==> config.mk <==
export PLATFORM = sky130hd
export DESIGN_NAME = batch_frame_deframer_flat
export DESIGN_NICKNAME = d
export VERILOG_FILES = /design/src/hdl/bfd_pkg.sv /design/src/hdl/bfd_intf.sv /design/src/hdl/bfd_front.sv /design/src/hdl/bfd_queue.sv /design/src/hdl/bfd_back.sv /design/src/hdl/batch_frame_deframer.sv /design/src/flat_wrapper.sv
export SDC_FILE = /design/constraint.sdc
export NUM_CORES = 1
export LEC_CHECK = 0
export BUFFER_PORTS_ARGS = -buffer_cell sky130_fd_sc_hd__buf_2
export CORE_MARGIN = 2
export CORE_UTILIZATION = 55
export CTS_BUF_LIST = sky130_fd_sc_hd__clkbuf_4
export DETAILED_ROUTE_END_ITERATION = 8
export GPL_TIMING_DRIVEN = 0
export PLACE_DENSITY = 0.72
export SLEW_MARGIN = 30
export SYNTH_ARGS = -nofsm -noshare
export SYNTH_HDL_FRONTEND = slang
export SYNTH_SLANG_ARGS = --single-unit
==> constraint.sdc <==
create_clock -name clk -period 7.55 [get_ports clk]
set_input_delay 1.1325 -clock clk [delete_from_list [all_inputs] [get_ports clk]]
set_output_delay 1.1325 -clock clk [all_outputs]
set_load 0.005 [all_outputs]
==> src/hdl/bfd_pkg.sv <==
`default_nettype none
// ----------------------------------------------------------------------------
// bfd_pkg
// Types and constants shared by the batch frame deframer modules.
// ----------------------------------------------------------------------------
package bfd_pkg;

    localparam logic [4:0] HDR_BYTES = 5'd16;

    localparam logic [31:0] MAGIC_RST    = 32'h0000_0000;
    localparam logic [7:0]  VERSION_RST  = 8'd1;
    localparam logic [15:0] MAX_PKTS_RST = 16'd1024;

    typedef enum logic [1:0] {
        CFG_MAGIC    = 2'd0,
        CFG_VERSION  = 2'd1,
        CFG_MAX_PKTS = 2'd2
    } cfg_idx_t;

    typedef enum logic [2:0] {
        PH_HEADER = 3'd0,
        PH_LEN_HI = 3'd1,
        PH_LEN_LO = 3'd2,
        PH_BODY   = 3'd3,
        PH_DONE   = 3'd4
    } phase_t;

    typedef enum logic [3:0] {
        ST_OK        = 4'd0,
        ST_SHORT     = 4'd1,
        ST_MAGIC     = 4'd2,
        ST_VERSION   = 4'd3,
        ST_COUNT     = 4'd4,
        ST_SEQUENCE  = 4'd5,
        ST_LENTRUNC  = 4'd6,
        ST_EMPTY     = 4'd7,
        ST_BODYTRUNC = 4'd8,
        ST_TRAILING  = 4'd9
    } status_t;

    // One queue entry: what a single payload byte caused.
    typedef struct packed {
        logic        body_valid;
        logic [7:0]  body_byte;
        logic [15:0] body_index;
        logic        body_final;
        logic        end_valid;
        logic [7:0]  flags;
        logic [62:0] sequence_num;
        logic [15:0] count;
        status_t     status;
    } entry_t;

    typedef struct packed {
        logic empty;
        logic full;
    } q_stat_t;

    typedef struct packed {
        logic        result_kind;
        logic [7:0]  packet_byte;
        logic [15:0] packet_index;
        logic        packet_final;
        logic [7:0]  batch_flags;
        logic [62:0] batch_sequence;
        logic [15:0] batch_count;
        status_t     batch_status;
        logic        run_last;
    } result_t;

endpackage
`default_nettype wire

==> src/hdl/bfd_intf.sv <==
`default_nettype none
// ----------------------------------------------------------------------------
// bfd_intf
// Valid/ready channels for payload bytes in and result words out.
// ----------------------------------------------------------------------------
interface bfd_in_if;
    logic       valid;
    logic       ready;
    logic [7:0] payload_byte;
    logic       payload_end;

    modport source (output valid, output payload_byte, output payload_end, input ready);
    modport sink   (input valid, input payload_byte, input payload_end, output ready);
endinterface

interface bfd_out_if;
    logic        valid;
    logic        ready;
    logic        result_kind;
    logic [7:0]  packet_byte;
    logic [15:0] packet_index;
    logic        packet_final;
    logic [7:0]  batch_flags;
    logic [62:0] batch_sequence;
    logic [15:0] batch_count;
    logic [3:0]  batch_status;
    logic        run_last;

    modport source (
        output valid, output result_kind, output packet_byte, output packet_index,
        output packet_final, output batch_flags, output batch_sequence,
        output batch_count, output batch_status, output run_last, input ready
    );
    modport sink (
        input valid, input result_kind, input packet_byte, input packet_index,
        input packet_final, input batch_flags, input batch_sequence,
        input batch_count, input batch_status, input run_last, output ready
    );
endinterface
`default_nettype wire

==> src/hdl/bfd_front.sv <==
`default_nettype none
// ----------------------------------------------------------------------------
// bfd_front
// Header and packet parser: takes one payload byte a cycle unless the queue is
// full, classifies it, queues what it causes (body word, batch end, or both).
// ----------------------------------------------------------------------------
module bfd_front (
    input  wire logic            clk,
    input  wire logic            rst_n,
    input  wire logic            cfg_we,
    input  wire logic [1:0]      cfg_index,
    input  wire logic [31:0]     cfg_wdata,
    bfd_in_if.sink               pay,
    output logic                 push,
    output bfd_pkg::entry_t      push_data,
    input  bfd_pkg::q_stat_t     q_stat
);
    import bfd_pkg::*;

    logic [31:0] magic_word_reg;
    logic [7:0]  version_reg;
    logic [15:0] max_pkts_reg;

    phase_t      phase_reg,  phase_next,  phase_upd;
    logic [4:0]  pos_reg,    pos_next,    pos_upd;
    logic [31:0] magic_reg,  magic_next,  magic_upd;
    logic [7:0]  flags_reg,  flags_next,  flags_upd;
    logic [63:0] seq_reg,    seq_next,    seq_upd;
    logic [15:0] count_reg,  count_next,  count_upd;
    logic [15:0] done_reg,   done_next,   done_upd;
    logic [7:0]  lenhi_reg,  lenhi_next,  lenhi_upd;
    logic [15:0] rem_reg,    rem_next,    rem_upd;
    status_t     err_reg,    err_next,    err_upd;

    logic        accept;
    logic        emit;
    logic        fin;
    logic [7:0]  b;
    logic [31:0] magic_cat;
    logic [15:0] count_cat;
    logic [63:0] seq_cat;
    logic [15:0] len_cat;
    logic [15:0] rem_dec;
    logic [15:0] done_inc;
    logic [4:0]  pos_inc;
    status_t     status;

    assign b        = pay.payload_byte;
    assign pay.ready = !q_stat.full;
    assign accept   = pay.valid && !q_stat.full;

    always_ff @(posedge clk or negedge rst_n)
    begin
        if (!rst_n)
        begin
            magic_word_reg <= MAGIC_RST;
            version_reg    <= VERSION_RST;
            max_pkts_reg   <= MAX_PKTS_RST;
        end
        else if (cfg_we)
        begin
            case (cfg_index)
                CFG_MAGIC:    magic_word_reg <= cfg_wdata;
                CFG_VERSION:  version_reg    <= cfg_wdata[7:0];
                CFG_MAX_PKTS: max_pkts_reg   <= cfg_wdata[15:0];
                default:      ;
            endcase
        end
    end

    // Next state: effect of the byte, then clear on the end mark.
    always_comb
    begin
        magic_cat = {magic_reg[23:0], b};
        count_cat = {count_reg[7:0], b};
        seq_cat   = {seq_reg[55:0], b};
        len_cat   = {lenhi_reg, b};
        rem_dec   = rem_reg - 16'd1;
        done_inc  = done_reg + 16'd1;
        pos_inc   = pos_reg + 5'd1;

        phase_upd = phase_reg;
        pos_upd   = pos_reg;
        magic_upd = magic_reg;
        flags_upd = flags_reg;
        seq_upd   = seq_reg;
        count_upd = count_reg;
        done_upd  = done_reg;
        lenhi_upd = lenhi_reg;
        rem_upd   = rem_reg;
        err_upd   = err_reg;
        emit      = 1'b0;
        fin       = 1'b0;

        if (phase_reg == PH_HEADER)
        begin
            // header bytes are counted even after an error
            if (pos_reg < 5'd4)
            begin
                magic_upd = magic_cat;
                if (pos_reg == 5'd3 && magic_cat != magic_word_reg && err_reg == ST_OK)
                    err_upd = ST_MAGIC;
            end
            else if (pos_reg == 5'd4)
            begin
                if (b != version_reg && err_reg == ST_OK)
                    err_upd = ST_VERSION;
            end
            else if (pos_reg == 5'd5)
            begin
                flags_upd = b;
            end
            else if (pos_reg < 5'd8)
            begin
                count_upd = count_cat;
                if (pos_reg == 5'd7 && err_reg == ST_OK
                    && (count_cat == 16'd0 || count_cat > max_pkts_reg))
                    err_upd = ST_COUNT;
            end
            else
            begin
                seq_upd = seq_cat;
                if (pos_reg == 5'd15 && seq_cat[63] && err_reg == ST_OK)
                    err_upd = ST_SEQUENCE;
            end
            pos_upd = pos_inc;
            if (pos_inc == HDR_BYTES)
                phase_upd = PH_LEN_HI;
        end
        else if (err_reg == ST_OK)
        begin
            case (phase_reg)
                PH_LEN_HI:
                begin
                    lenhi_upd = b;
                    phase_upd = PH_LEN_LO;
                end
                PH_LEN_LO:
                begin
                    rem_upd = len_cat;
                    if (len_cat == 16'd0)
                        err_upd = ST_EMPTY;
                    else
                        phase_upd = PH_BODY;
                end
                PH_BODY:
                begin
                    rem_upd = rem_dec;
                    emit    = 1'b1;
                    fin     = (rem_dec == 16'd0);
                    if (rem_dec == 16'd0)
                    begin
                        done_upd  = done_inc;
                        phase_upd = (done_inc == count_reg) ? PH_DONE : PH_LEN_HI;
                    end
                end
                default:
                    err_upd = ST_TRAILING;
            endcase
        end

        phase_next = phase_reg;
        pos_next   = pos_reg;
        magic_next = magic_reg;
        flags_next = flags_reg;
        seq_next   = seq_reg;
        count_next = count_reg;
        done_next  = done_reg;
        lenhi_next = lenhi_reg;
        rem_next   = rem_reg;
        err_next   = err_reg;
        if (accept)
        begin
            if (pay.payload_end)
            begin
                phase_next = PH_HEADER;
                pos_next   = '0;
                magic_next = '0;
                flags_next = '0;
                seq_next   = '0;
                count_next = '0;
                done_next  = '0;
                lenhi_next = '0;
                rem_next   = '0;
                err_next   = ST_OK;
            end
            else
            begin
                phase_next = phase_upd;
                pos_next   = pos_upd;
                magic_next = magic_upd;
                flags_next = flags_upd;
                seq_next   = seq_upd;
                count_next = count_upd;
                done_next  = done_upd;
                lenhi_next = lenhi_upd;
                rem_next   = rem_upd;
                err_next   = err_upd;
            end
        end
    end

    // Outputs: build the queue entry from the post-byte state.
    always_comb
    begin
        if (pos_upd < HDR_BYTES)
            status = ST_SHORT;
        else if (err_upd != ST_OK)
            status = err_upd;
        else if (phase_upd == PH_LEN_HI || phase_upd == PH_LEN_LO)
            status = ST_LENTRUNC;
        else if (phase_upd == PH_BODY)
            status = ST_BODYTRUNC;
        else
            status = ST_OK;

        push_data              = '0;
        push_data.body_valid   = emit;
        push_data.body_byte    = b;
        push_data.body_index   = done_reg;
        push_data.body_final   = fin;
        push_data.end_valid    = pay.payload_end;
        push_data.status       = status;
        if (status == ST_OK)
        begin
            push_data.flags        = flags_upd;
            push_data.sequence_num = seq_upd[62:0];
            push_data.count        = count_upd;
        end
        push = accept && (emit || pay.payload_end);
    end

    always_ff @(posedge clk or negedge rst_n)
    begin
        if (!rst_n)
        begin
            phase_reg <= PH_HEADER;
            pos_reg   <= '0;
            magic_reg <= '0;
            flags_reg <= '0;
            seq_reg   <= '0;
            count_reg <= '0;
            done_reg  <= '0;
            lenhi_reg <= '0;
            rem_reg   <= '0;
            err_reg   <= ST_OK;
        end
        else
        begin
            phase_reg <= phase_next;
            pos_reg   <= pos_next;
            magic_reg <= magic_next;
            flags_reg <= flags_next;
            seq_reg   <= seq_next;
            count_reg <= count_next;
            done_reg  <= done_next;
            lenhi_reg <= lenhi_next;
            rem_reg   <= rem_next;
            err_reg   <= err_next;
        end
    end

endmodule
`default_nettype wire

==> src/hdl/bfd_queue.sv <==
`default_nettype none
// ----------------------------------------------------------------------------
// bfd_queue
// Short FIFO of parsed entries between the parser and the result sequencer.
// ----------------------------------------------------------------------------
module bfd_queue #(
    parameter int DEPTH = 4
) (
    input  wire logic             clk,
    input  wire logic             rst_n,
    input  wire logic             push,
    input  bfd_pkg::entry_t       push_data,
    input  wire logic             pop,
    output bfd_pkg::entry_t       head,
    output bfd_pkg::q_stat_t      stat
);
    import bfd_pkg::*;

    localparam int AW    = (DEPTH > 1) ? $clog2(DEPTH) : 1;
    localparam int CNT_W = $clog2(DEPTH + 1);

    entry_t             mem_reg [DEPTH];
    logic [AW-1:0]      wr_ptr_reg, wr_ptr_next;
    logic [AW-1:0]      rd_ptr_reg, rd_ptr_next;
    logic [CNT_W-1:0]   cnt_reg,    cnt_next;

    always_comb
    begin
        wr_ptr_next = wr_ptr_reg;
        rd_ptr_next = rd_ptr_reg;
        cnt_next    = cnt_reg;
        if (push)
            wr_ptr_next = (wr_ptr_reg == AW'(DEPTH - 1)) ? '0 : wr_ptr_reg + AW'(1);
        if (pop)
            rd_ptr_next = (rd_ptr_reg == AW'(DEPTH - 1)) ? '0 : rd_ptr_reg + AW'(1);
        if (push && !pop)
            cnt_next = cnt_reg + CNT_W'(1);
        else if (pop && !push)
            cnt_next = cnt_reg - CNT_W'(1);
    end

    always_ff @(posedge clk)
    begin
        if (push)
            mem_reg[wr_ptr_reg] <= push_data;
    end

    always_ff @(posedge clk or negedge rst_n)
    begin
        if (!rst_n)
        begin
            wr_ptr_reg <= '0;
            rd_ptr_reg <= '0;
            cnt_reg    <= '0;
        end
        else
        begin
            wr_ptr_reg <= wr_ptr_next;
            rd_ptr_reg <= rd_ptr_next;
            cnt_reg    <= cnt_next;
        end
    end

    assign head       = mem_reg[rd_ptr_reg];
    assign stat.empty = (cnt_reg == '0);
    assign stat.full  = (cnt_reg == CNT_W'(DEPTH));

endmodule
`default_nettype wire

==> src/hdl/bfd_back.sv <==
`default_nettype none
// ----------------------------------------------------------------------------
// bfd_back
// Result sequencer: pops entries and, unless stalled, drives one result word a
// cycle via an output register, holding a batch end word behind a body word.
// ----------------------------------------------------------------------------
module bfd_back (
    input  wire logic            clk,
    input  wire logic            rst_n,
    input  bfd_pkg::entry_t      head,
    input  bfd_pkg::q_stat_t     q_stat,
    output logic                 pop,
    bfd_out_if.source            res
);
    import bfd_pkg::*;

    logic    out_valid_reg,  out_valid_next;
    result_t out_reg,        out_next;
    logic    pend_valid_reg, pend_valid_next;
    result_t pend_reg,       pend_next;
    logic    out_free;

    function automatic result_t body_word(input entry_t e);
        result_t w;
        w              = '0;
        w.result_kind  = 1'b0;
        w.packet_byte  = e.body_byte;
        w.packet_index = e.body_index;
        w.packet_final = e.body_final;
        w.batch_status = ST_OK;
        w.run_last     = !e.end_valid;
        return w;
    endfunction

    function automatic result_t end_word(input entry_t e);
        result_t w;
        w                = '0;
        w.result_kind    = 1'b1;
        w.batch_flags    = e.flags;
        w.batch_sequence = e.sequence_num;
        w.batch_count    = e.count;
        w.batch_status   = e.status;
        w.run_last       = 1'b1;
        return w;
    endfunction

    always_comb
    begin
        out_free        = !out_valid_reg || res.ready;
        pop             = 1'b0;
        out_valid_next  = out_valid_reg;
        out_next        = out_reg;
        pend_valid_next = pend_valid_reg;
        pend_next       = pend_reg;
        if (out_free)
        begin
            if (pend_valid_reg)
            begin
                // drain the held batch end word first
                out_valid_next  = 1'b1;
                out_next        = pend_reg;
                pend_valid_next = 1'b0;
            end
            else if (!q_stat.empty)
            begin
                pop            = 1'b1;
                out_valid_next = 1'b1;
                if (head.body_valid)
                begin
                    out_next = body_word(head);
                    if (head.end_valid)
                    begin
                        pend_valid_next = 1'b1;
                        pend_next       = end_word(head);
                    end
                end
                else
                begin
                    out_next = end_word(head);
                end
            end
            else
            begin
                out_valid_next = 1'b0;
            end
        end
    end

    always_ff @(posedge clk or negedge rst_n)
    begin
        if (!rst_n)
        begin
            out_valid_reg  <= 1'b0;
            pend_valid_reg <= 1'b0;
        end
        else
        begin
            out_valid_reg  <= out_valid_next;
            pend_valid_reg <= pend_valid_next;
        end
    end

    always_ff @(posedge clk)
    begin
        out_reg  <= out_next;
        pend_reg <= pend_next;
    end

    assign res.valid          = out_valid_reg;
    assign res.result_kind    = out_reg.result_kind;
    assign res.packet_byte    = out_reg.packet_byte;
    assign res.packet_index   = out_reg.packet_index;
    assign res.packet_final   = out_reg.packet_final;
    assign res.batch_flags    = out_reg.batch_flags;
    assign res.batch_sequence = out_reg.batch_sequence;
    assign res.batch_count    = out_reg.batch_count;
    assign res.batch_status   = out_reg.batch_status;
    assign res.run_last       = out_reg.run_last;

endmodule
`default_nettype wire

==> src/hdl/batch_frame_deframer.sv <==
`default_nettype none
// ----------------------------------------------------------------------------
// batch_frame_deframer
// Checks a 16-byte batch header, walks length-prefixed packets and passes
// body bytes on, then reports a batch end word with status on the last byte.
// ----------------------------------------------------------------------------
//  channel   dir   handshake     word
//  payload   in    valid/ready   payload_byte, payload_end
//  result    out   valid/ready   body byte or batch end result
//  cfg_*     in    cfg_we        cfg_index selects magic, version, max packets
//
//  One payload byte is taken per cycle while the queue is not full; a result
//  word reaches the port through the queue write, then the output register.
//  A byte that ends a packet body and the payload gives two result words,
//  so the result port must pass two words for that byte; the queue absorbs it.
//  Payload ready drops only while the QUEUE_DEPTH-entry queue is full.
//  Reset clears the parser and loads the register defaults; no clearing pass.
// ----------------------------------------------------------------------------
module batch_frame_deframer #(
    parameter int QUEUE_DEPTH = 4
) (
    input  wire logic        clk,
    input  wire logic        rst_n,
    input  wire logic        cfg_we,
    input  wire logic [1:0]  cfg_index,
    input  wire logic [31:0] cfg_wdata,
    bfd_in_if.sink           payload,
    bfd_out_if.source        result
);
    import bfd_pkg::*;

    logic    push;
    entry_t  push_data;
    logic    pop;
    entry_t  head;
    q_stat_t q_stat;

    bfd_front u_front (
        .clk       (clk),
        .rst_n     (rst_n),
        .cfg_we    (cfg_we),
        .cfg_index (cfg_index),
        .cfg_wdata (cfg_wdata),
        .pay       (payload),
        .push      (push),
        .push_data (push_data),
        .q_stat    (q_stat)
    );

    bfd_queue #(
        .DEPTH (QUEUE_DEPTH)
    ) u_queue (
        .clk       (clk),
        .rst_n     (rst_n),
        .push      (push),
        .push_data (push_data),
        .pop       (pop),
        .head      (head),
        .stat      (q_stat)
    );

    bfd_back u_back (
        .clk    (clk),
        .rst_n  (rst_n),
        .head   (head),
        .q_stat (q_stat),
        .pop    (pop),
        .res    (result)
    );

    // A word that is not the last of its byte is followed by the batch end word.
    a_end_follows: assert property (@(posedge clk) disable iff (!rst_n)
        (result.valid && result.ready && !result.run_last)
        |=> (result.valid && result.result_kind))
        else $error("batch end word did not follow a non-last word");

    // Header fields are reported only with a good status.
    a_fields_on_ok: assert property (@(posedge clk) disable iff (!rst_n)
        (result.valid && result.batch_status != ST_OK)
        |-> (result.batch_sequence == '0 && result.batch_flags == '0
             && result.batch_count == '0))
        else $error("header fields reported with an error status");

    // A fresh result word comes from a queue entry present the cycle before.
    a_rose_from_queue: assert property (@(posedge clk) disable iff (!rst_n)
        $rose(result.valid) |-> $past(!q_stat.empty))
        else $error("result word appeared with an empty queue");

    // The queue never takes an entry while full.
    a_no_overflow: assert property (@(posedge clk) disable iff (!rst_n)
        (q_stat.full && !pop) |=> $stable(q_stat.full))
        else $error("queue state changed while full and not popped");

endmodule
`default_nettype wire

==> src/flat_wrapper.sv <==
// flat-port wrapper written by rule: the top's interface ports become plain ports
module batch_frame_deframer_flat import bfd_pkg::*;
#(
    parameter int QUEUE_DEPTH = 4
)
  (clk, rst_n, cfg_we, cfg_index, cfg_wdata, payload_valid, payload_payload_byte, payload_payload_end, payload_ready, result_valid, result_result_kind, result_packet_byte, result_packet_index, result_packet_final, result_batch_flags, result_batch_sequence, result_batch_count, result_batch_status, result_run_last, result_ready);
  bfd_in_if payload_i ();
  bfd_out_if result_i ();
  input  wire logic clk;
  input  wire logic rst_n;
  input  wire logic cfg_we;
  input  wire logic [1:0] cfg_index;
  input  wire logic [31:0] cfg_wdata;
  input wire logic [$bits(payload_i.valid)-1:0] payload_valid;
  input wire logic [$bits(payload_i.payload_byte)-1:0] payload_payload_byte;
  input wire logic [$bits(payload_i.payload_end)-1:0] payload_payload_end;
  output wire logic [$bits(payload_i.ready)-1:0] payload_ready;
  output wire logic [$bits(result_i.valid)-1:0] result_valid;
  output wire logic [$bits(result_i.result_kind)-1:0] result_result_kind;
  output wire logic [$bits(result_i.packet_byte)-1:0] result_packet_byte;
  output wire logic [$bits(result_i.packet_index)-1:0] result_packet_index;
  output wire logic [$bits(result_i.packet_final)-1:0] result_packet_final;
  output wire logic [$bits(result_i.batch_flags)-1:0] result_batch_flags;
  output wire logic [$bits(result_i.batch_sequence)-1:0] result_batch_sequence;
  output wire logic [$bits(result_i.batch_count)-1:0] result_batch_count;
  output wire logic [$bits(result_i.batch_status)-1:0] result_batch_status;
  output wire logic [$bits(result_i.run_last)-1:0] result_run_last;
  input wire logic [$bits(result_i.ready)-1:0] result_ready;
  assign payload_i.valid = payload_valid;
  assign payload_i.payload_byte = payload_payload_byte;
  assign payload_i.payload_end = payload_payload_end;
  assign payload_ready = payload_i.ready;
  assign result_valid = result_i.valid;
  assign result_result_kind = result_i.result_kind;
  assign result_packet_byte = result_i.packet_byte;
  assign result_packet_index = result_i.packet_index;
  assign result_packet_final = result_i.packet_final;
  assign result_batch_flags = result_i.batch_flags;
  assign result_batch_sequence = result_i.batch_sequence;
  assign result_batch_count = result_i.batch_count;
  assign result_batch_status = result_i.batch_status;
  assign result_run_last = result_i.run_last;
  assign result_i.ready = result_ready;
  batch_frame_deframer #(.QUEUE_DEPTH(QUEUE_DEPTH)) u_core (.clk(clk), .rst_n(rst_n), .cfg_we(cfg_we), .cfg_index(cfg_index), .cfg_wdata(cfg_wdata), .payload(payload_i), .result(result_i));
endmodule
==> impl_metrics.csv <==
group,metric,value,unit
run_status,status,"finished clean",
worst_setup_path,crit_path_top_delay_cell,"o32ai_1",
routing,vias,25300,
routing,drc,0,
clock_network,cts_tree,"done",
global_route,grt_max_degree,89,
pwr,p_per_area,369,nW/um^2
floorplanning,core_area,70100,um^2
worst_setup_path,r2r_end,"u_core.u_queue.mem_reg[0][1]",
worst_setup_path,cpLargestDelayFamily,"simple AND/OR/NAND/NOR gates",
routing,vias_per_cell,5.95,
timing,post-route-period-util,0.676,
floorplanning,initial_utilization,0.557,
timing,rsz0062_at_grt,"false",
routing,routed_wl,93600,um
worst_setup_path,crit_arrival,5.83,ns
clock_network,clkTransAtPathRegs,0.06,ns
routing,drtAntennaViolNets,0,
routing,wire_per_inst,22.0,um
yosys,synth_top_area_frac,0.523,
placement,portBuffers,167,
yosys,synthTopCellsByCount,"edfxtp_1 (681), nand2_1 (445), o21ai_0 (242), dfrtp_1 (226), clkbuf_1 (140)",
clock_network,post_cts_buffers,0,
pwr,seqPwrFrac,0.439,
clock_network,cts_max_level,4,
worst_setup_path,startpoint_type,"primary input",
pwr,pwr-share-clk,0.243,
final_layout,largest_reg_flops,472,
pwr,power.leakage,15.9,nW
worst_setup_path,critPathBufInv,3,
final_layout,area_growth,14.2,%
floorplanning,die_x,271,um
final_layout,regArea,26200,um^2
pwr,p_sw,0.00575,W
worst_setup_path,r2r_setup_slack,2.93,ns
global_route,grt_antenna_before_repair,2,
timing,setup-tns-final,0,ns
yosys,synth_seq_area_share,0.669,
global_route,grt_overflow,0,
worst_setup_path,max_stage_delay,0.82,ns
placement,routabilityCongestion,0.906,
clock_network,insertion_delay,1.06,ns
timing,fin_skew,0.0545,ns
global_route,grt_pass1_vias,25400,
worst_setup_path,endpoint,"u_core.u_queue.mem_reg[0][1]",
yosys,synth.area.top_cells,"edfxtp_1 (52%), dfrtp_1 (14%), mux4_2 (6.7%)",
pwr,ir_drop,0.163,mV
final_layout,fill_cells,5337,
worst_setup_path,crit_type,"in -> reg",
floorplanning,dieArea,73200,um^2
clock_network,cts.path.max_buffers,3,
worst_setup_path,worstReg2RegStart,"u_core.u_front.count_reg[6]",
timing,relSlewSlack,0.302,
worst_setup_path,rr_worst_depth,9,
yosys,syn_nets,2790,
yosys,synth_edf_count,681,
timing,holdWs,0.316,ns
worst_setup_path,crit_path_end_kind,"flip-flop",
routing,drtIter0Drc,2434,
worst_setup_path,critical_path_cell_count,10,
floorplanning,row_count,97,
yosys,synth_flop_cell,"edfxtp_1",
routing,first_pass_iters,8,
timing,finalSetupViolCount,0,
timing,finalHoldViolCount,0,
timing,tightest_slew,1.05,ns
clock_network,root_buffer,"clkbuf_4",
clock_network,cts.sinks,909,
yosys,synth-async-reset-ratio,0.251,
floorplanning,die_h,271,um
timing,slew_viol_final,0,
min_path,min_path_type,"in -> reg",
yosys,syn_area,39100,um^2
yosys,synthDistinctLibCells,76,
pwr,p_comb_frac,0.318,
timing,max_clock_freq,196,MHz
final_layout,drive_gt1_frac,0.265,
timing,fin_crit,5.10,ns
pwr,sw_frac_of_total,0.349,
yosys,synth.largest_area_cell,"edfxtp_1",
job,max-cap-violations,0,
yosys,synthCells,2712,
worst_setup_path,crit_required,8.28,ns
global_route,grt_usage,0.259,
worst_setup_path,path_cells,"buf_2 -> clkbuf_1 -> xor2_1 -> nor4_1 -> nand2_1 -> a41o_1 -> nor4_1 -> nand4_2 -> buf_2 -> o32ai_1",
yosys,yosysMostFrequentCell,"edfxtp_1",
final_layout,layout.nets,3205,
yosys,ys_warn_count,0,
yosys,syn_area_per_cell,14.4,um^2
global_route,grt_pass1_wl,146000,um
pwr,p_int,0.0107,W
worst_setup_path,crit_fanout,10,
clock_network,cts_buffers,222,
yosys,synth-seq-cells,909,
placement,hpwl,63300,um
final_layout,multiInputGateArea,12000,um^2
clock_network,ctsResizeCount,0,
worst_setup_path,crit_start,"payload_payload_byte[7]",
floorplanning,pin_count,168,
## repair_timing
action	in CTS	in global routing
endpoints found under the setup margin	0	0
hold endpoints to repair	21	0
hold buffers	1	0
## layer usage
layer | track usage | wire length [um] | vias to the layer above
li1 | - | - | 11300
met1 | 0.368 | 40000 | 12700
met2 | 0.402 | 44400 | 1112
met3 | 0.0529 | 6930 | 165
met4 | 0.0922 | 2210 | 2
met5 | 0 | 10 | -
## layout by cell type, fill, tap and decap left out, types with 8 or more instances in the layout
cell       count
clkinv_1      55
buf_1         17
buf_16        20
nand2b_1      24
nand4_1       18
xnor2_1       47
nor4_1        23
ha_1          29
clkbuf_1     134
a2111oi_2     50
nor3_1        21
and3_1        14
nor2b_1       13
a22oi_1       94
clkbuf_2      14
buf_2        184
mux4_2       117
inv_1         38
nor2_1        78
xor2_1        18
or4_1         11
nor4_2        29
edfxtp_1     681
and2_1        29
mux2_2        77
o21ai_0      242
dfrtp_1      226
nand2_1      445
mux2i_1       29
clkinv_2       8
a21oi_1       35
nand3_1       17
clkbuf_4     326
## worst reg2reg max path, stage by stage (launching register included)
cell      delay [ns]
dfrtp_1         0.54
ha_1            0.38
nand4_1         0.14
nor4_1          0.56
a311oi_1        0.19
o31a_1          0.20
nor4_1          0.46
nand4_2         0.58
buf_2           0.46
o32ai_1         0.82
## kinds of logic (layout without fill, tap and decap cells)
family	count (synthesis)	in the layout	synth area share
DFF	909	909	0.669
other	0	2	0
and+or+nand+nor	761	761	0.0934
buffers and inverters	227	819	0.0235
adders and majority gates	30	30	0.00980
muxes	223	223	0.0971
xor gates and xnor gates	65	65	0.0146
AOI/OAI and AO/OA	497	497	0.0923
## cell type report
type                    instances  share of cell area
clock inverters                75             0.00914
plain buffers                 189              0.0176
diodes                          2            0.000112
inverters                      38             0.00320
multi-input cells            1576               0.270
repair buffers                191              0.0329
clock buffers                 326              0.0548
well taps                     940              0.0263
flip-flops and latches        909               0.586
## how the worst min path moves through the flow
stage / from / end / depth (start not counted)
after floorplan: u_core.u_front.magic_reg[16] / u_core.u_front.magic_reg[16] / 2
after global placement: u_core.u_front.magic_reg[18] / u_core.u_front.magic_reg[18] / 2
after detailed placement: u_core.u_front.magic_reg[20] / u_core.u_front.magic_reg[20] / 2
after CTS: cfg_wdata[26] / u_core.u_front.magic_word_reg[26] / 2
after global routing: cfg_wdata[28] / u_core.u_front.magic_word_reg[28] / 2
final: cfg_wdata[29] / u_core.u_front.magic_word_reg[29] / 2
## power groups by stage
stage               Clock [W]  Combinational, W  Sequential [W]
finish                0.00399           0.00524         0.00724
global route          0.00436           0.00572         0.00733
CTS                   0.00409           0.00527         0.00723
detailed placement          0           0.00524         0.00733
global placement            0           0.00490         0.00744
floorplan                   0           0.00333         0.00729
## through the flow
| step | std cells | total power (W) | setup slack (ns) | util | instance area [um^2] |
|---|---|---|---|---|---|
| 3_3_place_gp | 3819 | 0.0123 | -1.79 | 0.586 | 41100 |
| 4_1_cts | 4244 | 0.0166 | 2.67 | 0.636 | 44600 |
| 2_1_floorplan | 2712 | 0.0106 | 0.838 | - | 39100 |
| 5_1_grt | 4245 | 0.0174 | 2.39 | 0.636 | 44600 |
| 3_5_place_dp | 3842 | 0.0126 | 1.56 | 0.595 | 41800 |
| 6_report | 4246 | 0.0165 | 2.45 | 0.636 | 44600 |
Note: power is estimated with default switching activity, not from simulation.
